<file path="config.mk">
export PLATFORM = sky130hd
export DESIGN_NAME = record_text_to_json_converter_core
export DESIGN_NICKNAME = d
export VERILOG_FILES = /design/src/rtl/rtj_pkg.sv /design/src/rtl/record_text_to_json_converter_core.sv
export SDC_FILE = /design/constraint.sdc
export NUM_CORES = 1
export LEC_CHECK = 0
export BUFFER_PORTS_ARGS = -buffer_cell sky130_fd_sc_hd__buf_2
export CORE_MARGIN = 8
export CORE_UTILIZATION = 30
export DETAILED_ROUTE_END_ITERATION = 6
export PLACE_DENSITY = 0.52
export SYNTH_ARGS = -nofsm -noshare
export SYNTH_HDL_FRONTEND = slang
export SYNTH_SLANG_ARGS = --single-unit
</file>
<file path="constraint.sdc">
create_clock -name aclk -period 7.4 [get_ports aclk]
set_input_delay 0.74 -clock aclk [delete_from_list [all_inputs] [get_ports aclk]]
set_output_delay 0.74 -clock aclk [all_outputs]
set_load 0.05 [all_outputs]
</file>
<file path="src/rtl/rtj_pkg.sv">
// Types, codes and helper functions of the record text to JSON converter.
`default_nettype none
package rtj_pkg;

    localparam logic [2:0] MODE_IDLE = 3'd0;
    localparam logic [2:0] MODE_CR   = 3'd1;
    localparam logic [2:0] MODE_KEY  = 3'd2;
    localparam logic [2:0] MODE_WORD = 3'd3;
    localparam logic [2:0] MODE_NUM  = 3'd4;
    localparam logic [2:0] MODE_STR  = 3'd5;

    localparam logic [1:0] PH_KEY  = 2'd0;
    localparam logic [1:0] PH_VAL  = 2'd1;
    localparam logic [1:0] PH_LIST = 2'd2;

    localparam logic KIND_REC  = 1'b0;
    localparam logic KIND_LIST = 1'b1;

    localparam logic [2:0] ST_BYTE     = 3'd0;
    localparam logic [2:0] ST_COMPLETE = 3'd1;
    localparam logic [2:0] ST_BAD_TOK  = 3'd2;
    localparam logic [2:0] ST_BAD_END  = 3'd3;
    localparam logic [2:0] ST_TOO_DEEP = 3'd4;

    localparam logic [3:0] WM_DEAD = 4'd15;
    localparam logic [3:0] WM_TRUE_START  = 4'd1;
    localparam logic [3:0] WM_FALSE_START = 4'd5;
    localparam logic [3:0] WM_TRUE_OK  = 4'd4;
    localparam logic [3:0] WM_FALSE_OK = 4'd9;

    localparam logic [7:0] CH_CR     = 8'h0D;
    localparam logic [7:0] CH_LF     = 8'h0A;
    localparam logic [7:0] CH_TAB    = 8'h09;
    localparam logic [7:0] CH_SPACE  = 8'h20;
    localparam logic [7:0] CH_QUOTE  = 8'h22;
    localparam logic [7:0] CH_COMMA  = 8'h2C;
    localparam logic [7:0] CH_COLON  = 8'h3A;
    localparam logic [7:0] CH_UNDER  = 8'h5F;
    localparam logic [7:0] CH_LBRACE = 8'h7B;
    localparam logic [7:0] CH_RBRACE = 8'h7D;
    localparam logic [7:0] CH_LBRACK = 8'h5B;
    localparam logic [7:0] CH_RBRACK = 8'h5D;
    localparam logic [7:0] CH_T      = 8'h74;
    localparam logic [7:0] CH_F      = 8'h66;
    localparam logic [7:0] CH_NONE   = 8'h00;

    typedef struct packed {
        logic [7:0]  out_byte;
        logic [2:0]  status;
        logic [15:0] err_line;
        logic [15:0] err_col;
        logic        last;
    } entry_t;

    function automatic entry_t mk_byte(input logic [7:0] b);
        entry_t e;
        e.out_byte = b;
        e.status   = ST_BYTE;
        e.err_line = 16'd0;
        e.err_col  = 16'd0;
        e.last     = 1'b0;
        return e;
    endfunction

    function automatic entry_t mk_term(input logic [2:0] st, input logic [15:0] ln,
                                       input logic [15:0] cl);
        entry_t e;
        e.out_byte = 8'd0;
        e.status   = st;
        e.err_line = ln;
        e.err_col  = cl;
        e.last     = 1'b1;
        return e;
    endfunction

    function automatic logic [15:0] sat_inc(input logic [15:0] v);
        return (v == 16'hFFFF) ? v : v + 16'd1;
    endfunction

    function automatic logic is_letter(input logic [7:0] b);
        return (b >= 8'h61 && b <= 8'h7A) || (b >= 8'h41 && b <= 8'h5A);
    endfunction

    function automatic logic is_numeral(input logic [7:0] b);
        return b >= 8'h30 && b <= 8'h39;
    endfunction

    function automatic logic is_ident(input logic [7:0] b);
        return is_letter(b) || is_numeral(b) || b == CH_UNDER;
    endfunction

    // Expected next letter of "true" (from 1) or "false" (from 5); zero where none.
    function automatic logic [7:0] wm_char(input logic [3:0] wm);
        case (wm)
            4'd1:    return 8'h72;
            4'd2:    return 8'h75;
            4'd3:    return 8'h65;
            4'd5:    return 8'h61;
            4'd6:    return 8'h6C;
            4'd7:    return 8'h73;
            4'd8:    return 8'h65;
            default: return CH_NONE;
        endcase
    endfunction

endpackage
`default_nettype wire

</file>
<file path="src/rtl/record_text_to_json_converter_core.sv">
// Results of an accepted item are queued, then pass through out_reg to the m_ outputs.
// A new item is taken only once the queue has emptied and no pop or close is in progress.
// End of input closes each open list, one nesting-stack memory read per level.
// A closed record or list reads the enclosing kind back while its bytes drain, at no cost.
// Reset (synchronous, active low) returns to the root record; the stack needs no clearing.
`default_nettype none
module record_text_to_json_converter_core #(
    parameter int NEST_DEPTH = 16
) (
    input  wire logic        aclk,
    input  wire logic        aresetn,
    input  wire logic        s_valid,
    output logic             s_ready,
    input  wire logic        s_command,
    input  wire logic [7:0]  s_src_byte,
    output logic             m_valid,
    input  wire logic        m_ready,
    output logic [7:0]       m_out_byte,
    output logic [2:0]       m_status,
    output logic [15:0]      m_err_line,
    output logic [15:0]      m_err_col,
    output logic             m_last
);
    localparam int LW = $clog2(NEST_DEPTH + 1);
    localparam int AW = $clog2(NEST_DEPTH);

    typedef enum logic [1:0] {S_RUN, S_CLOSE, S_CLWAIT} state_t;

    state_t          state_reg, state_next;
    logic [2:0]      lex_mode_reg, lex_mode_next;
    logic [1:0]      parse_phase_reg, parse_phase_next;
    logic            first_item_reg, first_item_next;
    logic [LW-1:0]   nest_level_reg, nest_level_next;
    logic [3:0]      word_match_reg, word_match_next;
    logic [15:0]     cur_line_reg, cur_line_next, cur_col_reg, cur_col_next;
    logic [15:0]     tok_line_reg, tok_line_next, tok_col_reg, tok_col_next;
    logic [15:0]     end_line_reg, end_line_next, end_col_reg, end_col_next;
    logic            finished_reg, finished_next;
    logic            top_kind_reg, top_kind_next;
    logic            pop_fix_reg, pop_fix_next;

    rtj_pkg::entry_t q_reg [4];
    rtj_pkg::entry_t ld [4];
    logic [2:0]      qcnt_reg, ld_n;
    logic            load;
    rtj_pkg::entry_t out_reg;
    logic            m_valid_reg;

    logic            kind_mem [NEST_DEPTH];
    logic            mem_rd_reg;
    logic [AW-1:0]   rd_addr, wr_addr;
    logic            wr_en, wr_kind;

    logic            accept, tok, stop, term, bracket_kind;
    logic [7:0]      b, pfx;
    logic [15:0]     eline, ecol;
    logic            out_take;

    assign accept  = s_valid && s_ready;
    assign s_ready = (state_reg == S_RUN) && (qcnt_reg == 3'd0) && !pop_fix_reg;
    assign out_take = (!m_valid_reg || m_ready) && (qcnt_reg != 3'd0);

    assign m_valid    = m_valid_reg;
    assign m_out_byte = out_reg.out_byte;
    assign m_status   = out_reg.status;
    assign m_err_line = out_reg.err_line;
    assign m_err_col  = out_reg.err_col;
    assign m_last     = out_reg.last;

    always_comb begin
        state_next       = state_reg;
        lex_mode_next    = lex_mode_reg;
        parse_phase_next = parse_phase_reg;
        first_item_next  = first_item_reg;
        nest_level_next  = nest_level_reg;
        word_match_next  = word_match_reg;
        cur_line_next    = cur_line_reg;
        cur_col_next     = cur_col_reg;
        tok_line_next    = tok_line_reg;
        tok_col_next     = tok_col_reg;
        end_line_next    = end_line_reg;
        end_col_next     = end_col_reg;
        finished_next    = finished_reg;
        top_kind_next    = top_kind_reg;
        pop_fix_next     = 1'b0;
        for (int i = 0; i < 4; i++) ld[i] = rtj_pkg::mk_byte(rtj_pkg::CH_NONE);
        ld_n    = 3'd0;
        load    = 1'b0;
        rd_addr = '0;
        wr_addr = '0;
        wr_en   = 1'b0;
        wr_kind = rtj_pkg::KIND_REC;
        tok     = 1'b0;
        stop    = 1'b0;
        term    = 1'b0;
        pfx     = rtj_pkg::CH_NONE;
        bracket_kind = rtj_pkg::KIND_REC;
        eline   = cur_line_reg;
        ecol    = cur_col_reg;
        b       = s_src_byte;

        // A popped level's enclosing kind arrives from the registered stack read in the next cycle.
        if (pop_fix_reg) begin
            top_kind_next    = (nest_level_reg == '0) ? rtj_pkg::KIND_REC : mem_rd_reg;
            parse_phase_next = (top_kind_next == rtj_pkg::KIND_REC) ? rtj_pkg::PH_KEY
                                                                    : rtj_pkg::PH_LIST;
        end

        if (accept && !finished_reg) begin
            load = 1'b1;
            if (s_command) begin
                case (lex_mode_reg)
                    rtj_pkg::MODE_KEY: begin
                        ld[ld_n[1:0]] = rtj_pkg::mk_byte(rtj_pkg::CH_QUOTE);
                        ld_n = ld_n + 3'd1;
                        parse_phase_next = rtj_pkg::PH_VAL;
                    end
                    rtj_pkg::MODE_WORD: begin
                        if (word_match_reg != rtj_pkg::WM_TRUE_OK &&
                            word_match_reg != rtj_pkg::WM_FALSE_OK) begin
                            ld[ld_n[1:0]] = rtj_pkg::mk_term(rtj_pkg::ST_BAD_TOK,
                                                             tok_line_reg, tok_col_reg);
                            ld_n = ld_n + 3'd1;
                            term = 1'b1;
                            stop = 1'b1;
                        end else begin
                            first_item_next  = 1'b0;
                            parse_phase_next = (top_kind_reg == rtj_pkg::KIND_REC) ?
                                               rtj_pkg::PH_KEY : rtj_pkg::PH_LIST;
                        end
                    end
                    rtj_pkg::MODE_NUM: begin
                        first_item_next  = 1'b0;
                        parse_phase_next = (top_kind_reg == rtj_pkg::KIND_REC) ?
                                           rtj_pkg::PH_KEY : rtj_pkg::PH_LIST;
                    end
                    rtj_pkg::MODE_STR: begin
                        ld[ld_n[1:0]] = rtj_pkg::mk_term(rtj_pkg::ST_BAD_END,
                                                         tok_line_reg, tok_col_reg);
                        ld_n = ld_n + 3'd1;
                        term = 1'b1;
                        stop = 1'b1;
                    end
                    rtj_pkg::MODE_CR: begin
                        eline = tok_line_reg;
                        ecol  = tok_col_reg;
                    end
                    default: begin
                    end
                endcase
                if (!stop) begin
                    lex_mode_next = rtj_pkg::MODE_IDLE;
                    if (parse_phase_next == rtj_pkg::PH_VAL) begin
                        ld[ld_n[1:0]] = rtj_pkg::mk_term(rtj_pkg::ST_BAD_END, eline, ecol);
                        ld_n = ld_n + 3'd1;
                        term = 1'b1;
                    end else begin
                        end_line_next = eline;
                        end_col_next  = ecol;
                        state_next    = S_CLOSE;
                    end
                end
            end else begin
                case (lex_mode_reg)
                    rtj_pkg::MODE_KEY: begin
                        if (rtj_pkg::is_ident(b)) begin
                            ld[ld_n[1:0]] = rtj_pkg::mk_byte(b);
                            ld_n = ld_n + 3'd1;
                            cur_col_next = rtj_pkg::sat_inc(cur_col_reg);
                        end else begin
                            ld[ld_n[1:0]] = rtj_pkg::mk_byte(rtj_pkg::CH_QUOTE);
                            ld_n = ld_n + 3'd1;
                            parse_phase_next = rtj_pkg::PH_VAL;
                            lex_mode_next    = rtj_pkg::MODE_IDLE;
                            tok = 1'b1;
                        end
                    end
                    rtj_pkg::MODE_WORD: begin
                        if (rtj_pkg::is_ident(b)) begin
                            if (rtj_pkg::wm_char(word_match_reg) != rtj_pkg::CH_NONE &&
                                b == rtj_pkg::wm_char(word_match_reg))
                                word_match_next = word_match_reg + 4'd1;
                            else
                                word_match_next = rtj_pkg::WM_DEAD;
                            ld[ld_n[1:0]] = rtj_pkg::mk_byte(b);
                            ld_n = ld_n + 3'd1;
                            cur_col_next = rtj_pkg::sat_inc(cur_col_reg);
                        end else if (word_match_reg != rtj_pkg::WM_TRUE_OK &&
                                     word_match_reg != rtj_pkg::WM_FALSE_OK) begin
                            ld[ld_n[1:0]] = rtj_pkg::mk_term(rtj_pkg::ST_BAD_TOK,
                                                             tok_line_reg, tok_col_reg);
                            ld_n = ld_n + 3'd1;
                            term = 1'b1;
                        end else begin
                            lex_mode_next    = rtj_pkg::MODE_IDLE;
                            first_item_next  = 1'b0;
                            parse_phase_next = (top_kind_reg == rtj_pkg::KIND_REC) ?
                                               rtj_pkg::PH_KEY : rtj_pkg::PH_LIST;
                            tok = 1'b1;
                        end
                    end
                    rtj_pkg::MODE_NUM: begin
                        if (rtj_pkg::is_numeral(b) || b == rtj_pkg::CH_UNDER) begin
                            ld[ld_n[1:0]] = rtj_pkg::mk_byte(b);
                            ld_n = ld_n + 3'd1;
                            cur_col_next = rtj_pkg::sat_inc(cur_col_reg);
                        end else begin
                            lex_mode_next    = rtj_pkg::MODE_IDLE;
                            first_item_next  = 1'b0;
                            parse_phase_next = (top_kind_reg == rtj_pkg::KIND_REC) ?
                                               rtj_pkg::PH_KEY : rtj_pkg::PH_LIST;
                            tok = 1'b1;
                        end
                    end
                    rtj_pkg::MODE_STR: begin
                        ld[ld_n[1:0]] = rtj_pkg::mk_byte(b);
                        ld_n = ld_n + 3'd1;
                        cur_col_next = rtj_pkg::sat_inc(cur_col_reg);
                        if (b == rtj_pkg::CH_QUOTE) begin
                            lex_mode_next    = rtj_pkg::MODE_IDLE;
                            first_item_next  = 1'b0;
                            parse_phase_next = (top_kind_reg == rtj_pkg::KIND_REC) ?
                                               rtj_pkg::PH_KEY : rtj_pkg::PH_LIST;
                        end
                    end
                    default: tok = 1'b1;
                endcase

                // Start of a new token.
                if (tok) begin
                    if (lex_mode_reg != rtj_pkg::MODE_CR) begin
                        tok_line_next = cur_line_next;
                        tok_col_next  = cur_col_next;
                    end
                    if (b == rtj_pkg::CH_CR) begin
                        lex_mode_next = rtj_pkg::MODE_CR;
                        cur_col_next  = rtj_pkg::sat_inc(cur_col_next);
                    end else if (b == rtj_pkg::CH_LF) begin
                        lex_mode_next = rtj_pkg::MODE_IDLE;
                        cur_line_next = rtj_pkg::sat_inc(cur_line_next);
                        cur_col_next  = 16'd1;
                    end else begin
                        lex_mode_next = rtj_pkg::MODE_IDLE;
                        cur_col_next  = rtj_pkg::sat_inc(cur_col_next);
                        if (b != rtj_pkg::CH_SPACE && b != rtj_pkg::CH_TAB) begin
                            case (parse_phase_next)
                                rtj_pkg::PH_KEY: begin
                                    if (rtj_pkg::is_letter(b)) begin
                                        if (!first_item_next) begin
                                            ld[ld_n[1:0]] = rtj_pkg::mk_byte(rtj_pkg::CH_COMMA);
                                            ld_n = ld_n + 3'd1;
                                        end
                                        ld[ld_n[1:0]] = rtj_pkg::mk_byte(rtj_pkg::CH_QUOTE);
                                        ld_n = ld_n + 3'd1;
                                        ld[ld_n[1:0]] = rtj_pkg::mk_byte(b);
                                        ld_n = ld_n + 3'd1;
                                        lex_mode_next = rtj_pkg::MODE_KEY;
                                    end else if (b == rtj_pkg::CH_RBRACE) begin
                                        ld[ld_n[1:0]] = rtj_pkg::mk_byte(rtj_pkg::CH_RBRACE);
                                        ld_n = ld_n + 3'd1;
                                        if (nest_level_next == '0) begin
                                            ld[ld_n[1:0]] = rtj_pkg::mk_term(
                                                rtj_pkg::ST_COMPLETE, 16'd0, 16'd0);
                                            ld_n = ld_n + 3'd1;
                                            term = 1'b1;
                                        end else begin
                                            nest_level_next = nest_level_next - LW'(1);
                                            first_item_next = 1'b0;
                                            pop_fix_next    = 1'b1;
                                        end
                                    end else begin
                                        ld[ld_n[1:0]] = rtj_pkg::mk_term(rtj_pkg::ST_BAD_TOK,
                                                                 tok_line_next, tok_col_next);
                                        ld_n = ld_n + 3'd1;
                                        term = 1'b1;
                                    end
                                end
                                rtj_pkg::PH_VAL: pfx = rtj_pkg::CH_COLON;
                                rtj_pkg::PH_LIST: begin
                                    if (b == rtj_pkg::CH_RBRACK) begin
                                        ld[ld_n[1:0]] = rtj_pkg::mk_byte(rtj_pkg::CH_RBRACK);
                                        ld_n = ld_n + 3'd1;
                                        if (nest_level_next != '0)
                                            nest_level_next = nest_level_next - LW'(1);
                                        first_item_next = 1'b0;
                                        pop_fix_next    = 1'b1;
                                    end else if (!first_item_next) begin
                                        pfx = rtj_pkg::CH_COMMA;
                                    end
                                end
                                default: begin
                                    ld[ld_n[1:0]] = rtj_pkg::mk_term(rtj_pkg::ST_BAD_TOK,
                                                             tok_line_next, tok_col_next);
                                    ld_n = ld_n + 3'd1;
                                    term = 1'b1;
                                end
                            endcase

                            // Start of a value, after a key or inside a list.
                            if (parse_phase_next == rtj_pkg::PH_VAL ||
                                (parse_phase_next == rtj_pkg::PH_LIST &&
                                 b != rtj_pkg::CH_RBRACK)) begin
                                if (rtj_pkg::is_letter(b) || rtj_pkg::is_numeral(b) ||
                                    b == rtj_pkg::CH_QUOTE) begin
                                    if (pfx != rtj_pkg::CH_NONE) begin
                                        ld[ld_n[1:0]] = rtj_pkg::mk_byte(pfx);
                                        ld_n = ld_n + 3'd1;
                                    end
                                    ld[ld_n[1:0]] = rtj_pkg::mk_byte(b);
                                    ld_n = ld_n + 3'd1;
                                    if (rtj_pkg::is_letter(b)) begin
                                        word_match_next = (b == rtj_pkg::CH_T) ?
                                            rtj_pkg::WM_TRUE_START :
                                            (b == rtj_pkg::CH_F) ? rtj_pkg::WM_FALSE_START :
                                            rtj_pkg::WM_DEAD;
                                        lex_mode_next = rtj_pkg::MODE_WORD;
                                    end else if (rtj_pkg::is_numeral(b)) begin
                                        lex_mode_next = rtj_pkg::MODE_NUM;
                                    end else begin
                                        lex_mode_next = rtj_pkg::MODE_STR;
                                    end
                                end else if (b == rtj_pkg::CH_LBRACE ||
                                             b == rtj_pkg::CH_LBRACK) begin
                                    bracket_kind = (b == rtj_pkg::CH_LBRACK);
                                    if (nest_level_next >= LW'(NEST_DEPTH)) begin
                                        ld[ld_n[1:0]] = rtj_pkg::mk_term(rtj_pkg::ST_TOO_DEEP,
                                                                 tok_line_next, tok_col_next);
                                        ld_n = ld_n + 3'd1;
                                        term = 1'b1;
                                    end else begin
                                        if (pfx != rtj_pkg::CH_NONE) begin
                                            ld[ld_n[1:0]] = rtj_pkg::mk_byte(pfx);
                                            ld_n = ld_n + 3'd1;
                                        end
                                        ld[ld_n[1:0]] = rtj_pkg::mk_byte(b);
                                        ld_n = ld_n + 3'd1;
                                        wr_en   = 1'b1;
                                        wr_addr = AW'(nest_level_next);
                                        wr_kind = bracket_kind;
                                        nest_level_next  = nest_level_next + LW'(1);
                                        first_item_next  = 1'b1;
                                        top_kind_next    = bracket_kind;
                                        parse_phase_next = bracket_kind ? rtj_pkg::PH_LIST
                                                                        : rtj_pkg::PH_KEY;
                                    end
                                end else begin
                                    ld[ld_n[1:0]] = rtj_pkg::mk_term(rtj_pkg::ST_BAD_TOK,
                                                             tok_line_next, tok_col_next);
                                    ld_n = ld_n + 3'd1;
                                    term = 1'b1;
                                end
                            end
                        end
                    end
                end
            end
            if (term)
                finished_next = 1'b1;
            else if (ld_n != 3'd0 && state_next == S_RUN)
                ld[ld_n[1:0] - 2'd1].last = 1'b1;
            if (pop_fix_next && nest_level_next != '0)
                rd_addr = AW'(nest_level_next - LW'(1));
        end

        // End of input: close open lists one level at a time, then the root or a bad end.
        case (state_reg)
            S_CLOSE: begin
                if (qcnt_reg == 3'd0) begin
                    load = 1'b1;
                    if (nest_level_reg != '0 && top_kind_reg == rtj_pkg::KIND_LIST) begin
                        ld[0] = rtj_pkg::mk_byte(rtj_pkg::CH_RBRACK);
                        ld_n  = 3'd1;
                        nest_level_next = nest_level_reg - LW'(1);
                        if (nest_level_next != '0)
                            rd_addr = AW'(nest_level_next - LW'(1));
                        state_next = S_CLWAIT;
                    end else if (nest_level_reg == '0) begin
                        ld[0] = rtj_pkg::mk_byte(rtj_pkg::CH_RBRACE);
                        ld[1] = rtj_pkg::mk_term(rtj_pkg::ST_COMPLETE, 16'd0, 16'd0);
                        ld_n  = 3'd2;
                        finished_next = 1'b1;
                        state_next    = S_RUN;
                    end else begin
                        ld[0] = rtj_pkg::mk_term(rtj_pkg::ST_BAD_END, end_line_reg,
                                                 end_col_reg);
                        ld_n  = 3'd1;
                        finished_next = 1'b1;
                        state_next    = S_RUN;
                    end
                end
            end
            S_CLWAIT: begin
                top_kind_next = (nest_level_reg == '0) ? rtj_pkg::KIND_REC : mem_rd_reg;
                state_next    = S_CLOSE;
            end
            default: begin
            end
        endcase
    end

    // Nesting-kind stack: one write and one registered read port.
    always_ff @(posedge aclk) begin
        if (wr_en)
            kind_mem[wr_addr] <= wr_kind;
        mem_rd_reg <= kind_mem[rd_addr];
    end

    always_ff @(posedge aclk) begin
        if (!aresetn) begin
            state_reg       <= S_RUN;
            lex_mode_reg    <= rtj_pkg::MODE_IDLE;
            parse_phase_reg <= rtj_pkg::PH_KEY;
            first_item_reg  <= 1'b1;
            nest_level_reg  <= '0;
            word_match_reg  <= 4'd0;
            cur_line_reg    <= 16'd1;
            cur_col_reg     <= 16'd1;
            tok_line_reg    <= 16'd1;
            tok_col_reg     <= 16'd1;
            finished_reg    <= 1'b0;
            top_kind_reg    <= rtj_pkg::KIND_REC;
            pop_fix_reg     <= 1'b0;
            qcnt_reg        <= 3'd0;
            m_valid_reg     <= 1'b0;
        end else begin
            state_reg       <= state_next;
            lex_mode_reg    <= lex_mode_next;
            parse_phase_reg <= parse_phase_next;
            first_item_reg  <= first_item_next;
            nest_level_reg  <= nest_level_next;
            word_match_reg  <= word_match_next;
            cur_line_reg    <= cur_line_next;
            cur_col_reg     <= cur_col_next;
            tok_line_reg    <= tok_line_next;
            tok_col_reg     <= tok_col_next;
            finished_reg    <= finished_next;
            top_kind_reg    <= top_kind_next;
            pop_fix_reg     <= pop_fix_next;
            // Loads only happen with the queue empty, so they never meet a dequeue.
            if (load) begin
                qcnt_reg <= ld_n;
                for (int i = 0; i < 4; i++) q_reg[i] <= ld[i];
            end else if (out_take) begin
                qcnt_reg <= qcnt_reg - 3'd1;
                for (int i = 0; i < 3; i++) q_reg[i] <= q_reg[i + 1];
            end
            if (out_take)
                m_valid_reg <= 1'b1;
            else if (m_ready)
                m_valid_reg <= 1'b0;
        end
        end_line_reg <= end_line_next;
        end_col_reg  <= end_col_next;
        if (out_take)
            out_reg <= q_reg[0];
    end

endmodule
`default_nettype wire

</file>
==> summary.txt, run 1 <==
===============================================================================================
Post-synthesis instance area                                                         21,200 µm²
Global-route wire length before repair                                                   123 mm
Maximum clock frequency                                                                 153 MHz
Post-CTS setup-driven buffer insertion count                                                  0
Number of register bits inferred by synthesis                                               356
Period utilization                                                                        0.883
Status                                                                             finished, final reports clean
Total count of max-transition violations in the final report                                  0
Number of cell rows                                                                          97
Fin crit period                                                                         6.54 ns
Unrepaired setup endpoints after global routing                                              no
Sequential group share of total power                                                     0.384
Setup Viol. Count Final                                                                       0
Share of power burned in combinational logic                                              0.335
Worst Setup Path Type                                                                 in -> reg
Sequential-to-total area share from yosys stat                                            0.463
Clock input transition at the sequential cells of the worst setup and hold paths        0.06 ns
Violation count after the first detailed-route iteration                                  2,088
Critical Path Max Stage Delay                                                           0.53 ns
Fraction of layout instances using a drive strength above 1                               0.105
Maximum ir drop on the vdd rail                                                        0.174 mV
CP most frequent cell                                                                   mux2i_1
Summed negative setup slack over all endpoints                                             0 ns
Die W                                                                                    282 µm
Relative max-transition margin                                                            0.213
Number of instances in the placed design                                                  3,235
Fraction of power spent switching nets                                                    0.396
Type of element capturing the critical path                                           flip-flop
Via Count                                                                                 19.3k
Critical-path top delay cell                                                            a32oi_2
Starting density of the core                                                              0.303
Worst Path Max Fanout                                                                        20
Static leakage                                                                          8.89 nW
Beginning of the worst hold path                                                   q_reg[0][24]
PostCTS Resize Cnt                                                                            0
Total Routing Usage GR                                                                    0.201
Number of diodes added for antenna fixing                                                     0
Number of maximum-capacitance constraint violations                                           0
Number of buffers inserted during clock tree synthesis                                       42
Area inside the core boundary                                                        69,900 µm²
Final Routed Wirelength                                                                 82.1 mm
Initial antenna violation count                                                               1
Share of synthesized registers carrying an async set or reset                                 0
Via count of the first global-routing pass                                                18.8k
Worst-case reg-to-reg path depth                                                             24
Worst-case register-to-register setup slack                                             0.93 ns
Count of antenna-violating nets left after detailed routing                                   0
Remaining design rule violation count                                                         0
Most frequently used flop master after synthesis                                       edfxtp_1
Reg-to-reg critical path startpoint                                                lex_mode_reg[2]
Hpwl dp                                                                                 56.3 mm
Layout Skew                                                                           0.0326 ns
Later-pin clock latency in the skew report                                              0.60 ns
Worst-case clock buffer depth                                                                 3
Die Span Y                                                                               282 µm
Share of total power in the clock network                                                 0.281
Family with the most delay on the worst path                                       compound AO/OA/AOI/OAI gates
Total grt overflow                                                                            0
Avg Vias per Cell                                                                          5.83
Root Buffer                                                                           clkbuf_16
Level count of the clock H-tree                                                               2
Global placer's final weighted congestion                                                 0.937
Post-synthesis net count                                                                  2,388
Data required, critical path                                                            7.87 ns
Destination of the worst register-to-register timing path                            mem_rd_reg
Tightest Hold Check Type                                                             reg -> reg
Internal Dissipation                                                                    4.97 mW
Arrival @ worst endpoint                                                                7.00 ns
Port Buffer Count                                                                            58
Cts-stage hold buffer count                                                                   0
Final number of hold-violating endpoints                                                      0
Worst hold path stage count                                                                   0
Sink Count                                                                                  356
First-pass iteration count of the detailed router                                             6
Power density over the cells                                                         342 nW/µm²
Hold WS                                                                                0.409 ns
Final cell utilization of the core                                                        0.345
Syn. warnings                                                                                 0
Critical Path Source Type                                                             input pin
Distinct cell type count of the synthesized netlist                                         103
Wire length per cell after detailed routing                                             24.8 µm
Number of cells produced by synthesis                                                     2,330
Net switching power                                                                     3.26 mW
Slew @ Worst Pin                                                                        1.18 ns
Count of flip-flops with a built-in enable after synthesis                                  267
Largest register FFs                                                                        175
Number of buffer and inverter stages on the critical path                                     5
Number of placed I/O pins                                                                    59
Number of standard cells in the final layout excluding fillers                            3,313
WHS Endpoint                                                                       m_err_line[7]
Area growth from synthesis to layout                                                      13.7%
Total Nets Final                                                                          2,397
Maximum number of pins on one net before global-route repair                                 76
Average size of a mapped cell                                                          9.09 µm²
Area of the die                                                                      79,300 µm²
Critical path depth in cells                                                                 26
CTS tree                                                                                   done
===============================================================================================
final cells by class:
cell class                      count  area [µm²]
Multi-Input combinational cell   1737       10500
Clock inverter                     26         380
Tap cell                          940        1180
Clock buffer                       52        1140
Sequential cell                   356        9800
Fill cell                        7225       45800
Timing Repair Buffer              130         831
Inverter                           72         273
how the worst max path moves through the flow:
stage	start	endpoint	slack (ns)
6_report	s_src_byte[6]	mem_rd_reg	0.86
5_1_grt	word_match_reg[1]	mem_rd_reg	0.20
4_1_cts	word_match_reg[1]	mem_rd_reg	0.96
3_5_place_dp	s_src_byte[6]	mem_rd_reg	0.36
3_3_place_gp	s_src_byte[6]	mem_rd_reg	0.45
2_1_floorplan	qcnt_reg[0]	q_reg[0][0]	0.37
through the flow:
stage | instance area (µm²) | worst slack (ns) | power [mW]
floorplan | 21200 | 0.369 | 4.94
global placement | 22600 | 0.451 | 5.92
detailed placement | 22600 | 0.363 | 5.95
CTS | 24100 | 0.960 | 8.29
global route | 24100 | 0.202 | 8.61
finish | 24100 | 0.863 | 8.24
cell families (layout without fill, tap and decap cells):
group	Yosys count	in the layout	share of synthesized area
AOI/OAI and AO/OA	763	763	0.236
xor gates and xnor gates	34	34	0.0141
adders and majority gates	45	45	0.0266
buffers and inverters	237	280	0.0451
DFF	356	356	0.463
muxes	49	49	0.0233
other	1	1	0.000177
and+or+nand+nor	845	845	0.191
power by group through the flow:
stage | Combinational [mW] | Sequential, mW | Clock [mW]
floorplan | 1.35 | 3.59 | 0
global route | 2.95 | 3.22 | 2.44
global placement | 2.73 | 3.19 | 0
detailed placement | 2.75 | 3.20 | 0
CTS | 2.76 | 3.17 | 2.36
finish | 2.76 | 3.16 | 2.31
worst reg2reg max path, cell delays in order (launching register included):
cell	delay, ns
dfxtp_1	0.38
nor2b_1	0.59
nand2_1	0.20
nor2b_1	0.15
buf_4	0.19
nand3_1	0.25
a41oi_1	0.30
a31oi_1	0.13
inv_1	0.18
ha_1	0.44
mux2i_1	0.24
or4_4	0.49
o21ai_0	0.32
ha_1	0.30
nor2_1	0.10
a21oi_1	0.06
mux2i_1	0.32
ha_1	0.22
inv_1	0.05
a211o_1	0.31
a32oi_2	0.53
mux2i_1	0.26
a22oi_1	0.10
mux2i_1	0.14
mux2i_1	0.08
placed cells by master, fill, tap and decap left out, types with 20 or more instances in the layout:
cell       synthesis  final
nor3_1            65     63
o211ai_1          20     20
mux2i_1           46     46
ha_1              45     45
a221oi_1          28     28
nor2_1           189    188
a22oi_1           40     40
nand2b_1          20     20
nand2_1          327    327
a21oi_1          156    156
a31oi_1           22     22
edfxtp_1         267    267
and2_1            33     32
xnor2_1           25     25
and3_1            26     26
nand3_1           51     50
inv_1             70     70
clkbuf_16          0     43
buf_2             17     58
buf_4              3     72
nor4_1            24     22
o21ai_0          244    244
o211a_1           24     24
dfxtp_1           89     89
o22ai_1           26     26
cell usage after synthesis, drive strengths merged (29+ instances only):
cell | count | area share
edfxtp | 267 | 0.38
o21ai | 257 | 0.061
and2 | 36 | 0.011
a21oi | 159 | 0.038
nor4 | 29 | 0.011
nand2 | 327 | 0.058
a22oi | 41 | 0.015
nor2 | 189 | 0.034
inv | 72 | 0.013
mux2i | 46 | 0.022
clkbuf | 129 | 0.023
ha | 45 | 0.027
a221oi | 31 | 0.014
buf | 36 | 0.0093
nor3 | 68 | 0.017
dfxtp | 89 | 0.084
nand3 | 51 | 0.012
per-layer routing:
metal	vias to the layer above	part of all wire	track usage
met4	2	0.039	0.0788
met3	180	0.079	0.0311
li1	8728	-	-
met5	-	0.00016	0
met2	934	0.45	0.315
met1	9480	0.44	0.277
No activity file was read; power rests on OpenSTA's default activity.
==> run 2, diff against run 1 <==
--- a/config.mk
+++ b/config.mk
@@ -9,7 +9,7 @@
 export CORE_MARGIN = 8
 export CORE_UTILIZATION = 30
 export DETAILED_ROUTE_END_ITERATION = 6
-export PLACE_DENSITY = 0.52
+export PLACE_DENSITY = 0.42
 export SYNTH_ARGS = -nofsm -noshare
 export SYNTH_HDL_FRONTEND = slang
 export SYNTH_SLANG_ARGS = --single-unit
==> run 2 against run 1 <==
Die area stayed put. Non-clock buffer count is 12 higher. Final area is essentially flat.
==> summary.txt, run 2 (same netlist as run 1, synthesis figures left out) <==
===============================================================================================
Worst slack at placement                                                               0.486 ns   was 0.363 ns
Summed negative setup slack over all endpoints                                             0 ns   unchanged
Worst-case register-to-register setup slack                                             0.86 ns   was 0.93 ns
Via count of the first global-routing pass                                                18.6k   was 18.8k
Net switching power                                                                     3.27 mW   was 3.26 mW
Internal Dissipation                                                                    4.79 mW   was 4.97 mW
Reg-to-reg critical path startpoint                                                lex_mode_reg[1]   was lex_mode_reg[2]
Fraction of layout instances using a drive strength above 1                               0.111   was 0.105
Tightest Hold Check Type                                                             reg -> reg   unchanged
Final cell utilization of the core                                                        0.344   was 0.345
Later-pin clock latency in the skew report                                              0.60 ns   about the same
Initial antenna violation count                                                               3   was 1
Sink Count                                                                                  356   unchanged
Count of antenna-violating nets left after detailed routing                                   0   unchanged
Avg Vias per Cell                                                                          5.76   was 5.83
Wire length per cell after detailed routing                                             25.5 µm   was 24.8 µm
Data required, critical path                                                            7.87 ns   about the same
Hpwl dp                                                                                 58.0 mm   was 56.3 mm
Global placer's final weighted congestion                                                 0.929   was 0.937
Unrepaired setup endpoints after global routing                                              no   unchanged
Via Count                                                                                 19.2k   was 19.3k
Die Span Y                                                                               282 µm   unchanged
Post-CTS setup-driven buffer insertion count                                                  0   unchanged
Filler cells                                                                              7,200   was 7,225
Area of the die                                                                      79,300 µm²   unchanged
Number of buffers inserted during clock tree synthesis                                       44   was 42
Clock input transition at the sequential cells of the worst setup and hold paths        0.05 ns   was 0.06 ns
Global-route wire length before repair                                                   126 mm   was 123 mm
Share of total power in the clock network                                                 0.262   was 0.281
Beginning of the worst hold path                                                   q_reg[0][14]   was q_reg[0][24]
Commonest non-fill, non-tap cell in the layout                                          nand2_1   unchanged
Critical Path Max Stage Delay                                                           0.76 ns   was 0.53 ns
Sequential Area                                                                        9800 µm²   unchanged
Critical Path Source Type                                                             flip-flop   was input pin
Area occupied by multi-input gates                                                   10,500 µm²   about the same
Total count of max-transition violations in the final report                                  0   unchanged
Post-route cell area                                                                 24,100 µm²   about the same
Final number of hold-violating endpoints                                                      0   unchanged
Largest register FFs                                                                        175   unchanged
Relative max-transition margin                                                            0.289   was 0.213
Worst-case clock buffer depth                                                                 3   unchanged
Worst-case reg-to-reg path depth                                                             25   was 24
Worst Path Max Fanout                                                                        15   was 20
Sequential group share of total power                                                     0.391   was 0.384
Power density over the cells                                                         335 nW/µm²   was 342 nW/µm²
Starting density of the core                                                              0.303   unchanged
PostCTS Resize Cnt                                                                            0   unchanged
Slew @ Worst Pin                                                                        1.05 ns   was 1.18 ns
Maximum ir drop on the vdd rail                                                        0.177 mV   was 0.174 mV
Type of element capturing the critical path                                           flip-flop   unchanged
Commonest cells after routing, fill and taps aside                                 327 x nand2_1, 267 x edfxtp_1, 244 x o21ai_0, 187 x nor2_1, 156 x a21oi_1   was 327 x nand2_1, 267 x edfxtp_1, 244 x o21ai_0, 188 x nor2_1, 156 x a21oi_1
First-pass iteration count of the detailed router                                             6   unchanged
Total Power                                                                             8.06 mW   was 8.24 mW
Final Routed Wirelength                                                                 84.7 mm   was 82.1 mm
Remaining design rule violation count                                                         0   unchanged
Hold WS                                                                                0.417 ns   was 0.409 ns
Fin crit period                                                                         6.54 ns   about the same
Destination of the worst register-to-register timing path                            mem_rd_reg   unchanged
CP most frequent cell                                                                   mux2i_1   unchanged
WHS Endpoint                                                                       m_err_col[13]   was m_err_line[7]
Area growth from synthesis to layout                                                      13.7%   about the same
Port Buffer Count                                                                            58   unchanged
Maximum number of pins on one net before global-route repair                                 70   was 76
Total Nets Final                                                                          2,411   was 2,397
Period utilization                                                                        0.884   was 0.883
Static leakage                                                                          8.89 nW   about the same
Arrival @ worst endpoint                                                                7.01 ns   was 7.00 ns
Cts-stage hold buffer count                                                                   0   unchanged
Number of instances in the placed design                                                  3,247   was 3,235
Worst Setup Path Type                                                                reg -> reg   was in -> reg
Maximum clock frequency                                                                 153 MHz   about the same
Setup Viol. Count Final                                                                       0   unchanged
Share of power burned in combinational logic                                              0.347   was 0.335
Number of cell rows                                                                          97   unchanged
Status                                                                             finished, final reports clean   unchanged
Instance area at placement                                                           22,700 µm²   was 22,600 µm²
Violation count after the first detailed-route iteration                                  1,930   was 2,088
Fraction of power spent switching nets                                                    0.406   was 0.396
Number of placed I/O pins                                                                    59   unchanged
Die W                                                                                    282 µm   unchanged
Area inside the core boundary                                                        69,900 µm²   unchanged
Total Routing Usage GR                                                                    0.209   was 0.201
CTS tree                                                                                   done   unchanged
Worst hold path stage count                                                                   0   unchanged
Layout Skew                                                                           0.0201 ns   was 0.0326 ns
Critical-path top delay cell                                                             nor4_1   was a32oi_2
Root Buffer                                                                           clkbuf_16   unchanged
Number of maximum-capacitance constraint violations                                           0   unchanged
Number of standard cells in the final layout excluding fillers                            3,329   was 3,313
Level count of the clock H-tree                                                               2   unchanged
Final Worst Setup Slack                                                                0.858 ns   was 0.863 ns
Total grt overflow                                                                            0   unchanged
===============================================================================================
run 2: cell type report:
class | count | share of cell area
timing repair buffer | 142 | 0.0382
tap | 940 | 0.0488
inverter | 72 | 0.0113
clock inverter | 29 | 0.0109
multi-input combinational | 1737 | 0.436
sequential | 356 | 0.407
clock buffer | 52 | 0.0474
antenna | 1 | 0.000104
run 2: power groups by stage:
stage	combinational, mW	clock, mW	sequential [mW]
after floorplan	1.35	0	3.59
after global placement	2.80	0	3.20
after detailed placement	2.80	0	3.20
after CTS	2.80	2.19	3.17
after global routing	3.00	2.25	3.21
final	2.80	2.11	3.15
run 2: worst max path at each step:
| stage | startpoint | to | slack, ns |
|---|---|---|---|
| floorplan | qcnt_reg[0] | q_reg[0][0] | 0.37 |
| global placement | s_src_byte[4] | mem_rd_reg | 0.69 |
| detailed placement | s_src_byte[4] | mem_rd_reg | 0.49 |
| CTS | lex_mode_reg[1] | mem_rd_reg | 1.0 |
| global route | lex_mode_reg[1] | mem_rd_reg | 0.46 |
| finish | lex_mode_reg[1] | mem_rd_reg | 0.86 |
run 2: layer usage:
| layer | global-route usage | vias up | wire, µm |
|---|---|---|---|
| met5 | 0 | - | 28 |
| met4 | 0.0530 | 4 | 1930 |
| met3 | 0.0354 | 130 | 5680 |
| met2 | 0.335 | 755 | 38500 |
| met1 | 0.290 | 9519 | 38600 |
| li1 | - | 8778 | - |
run 2: critical path: cells and delay by family (launching register included):
family | cells | cell delay (ns)
AO/OA/AOI/OAI | 6 | 1.56
adder cells (fa/ha/maj) | 3 | 0.78
buffers and inverters | 5 | 0.77
flip-flops | 1 | 0.30
multiplexers | 6 | 1.10
AND/OR/NAND/NOR | 5 | 1.90
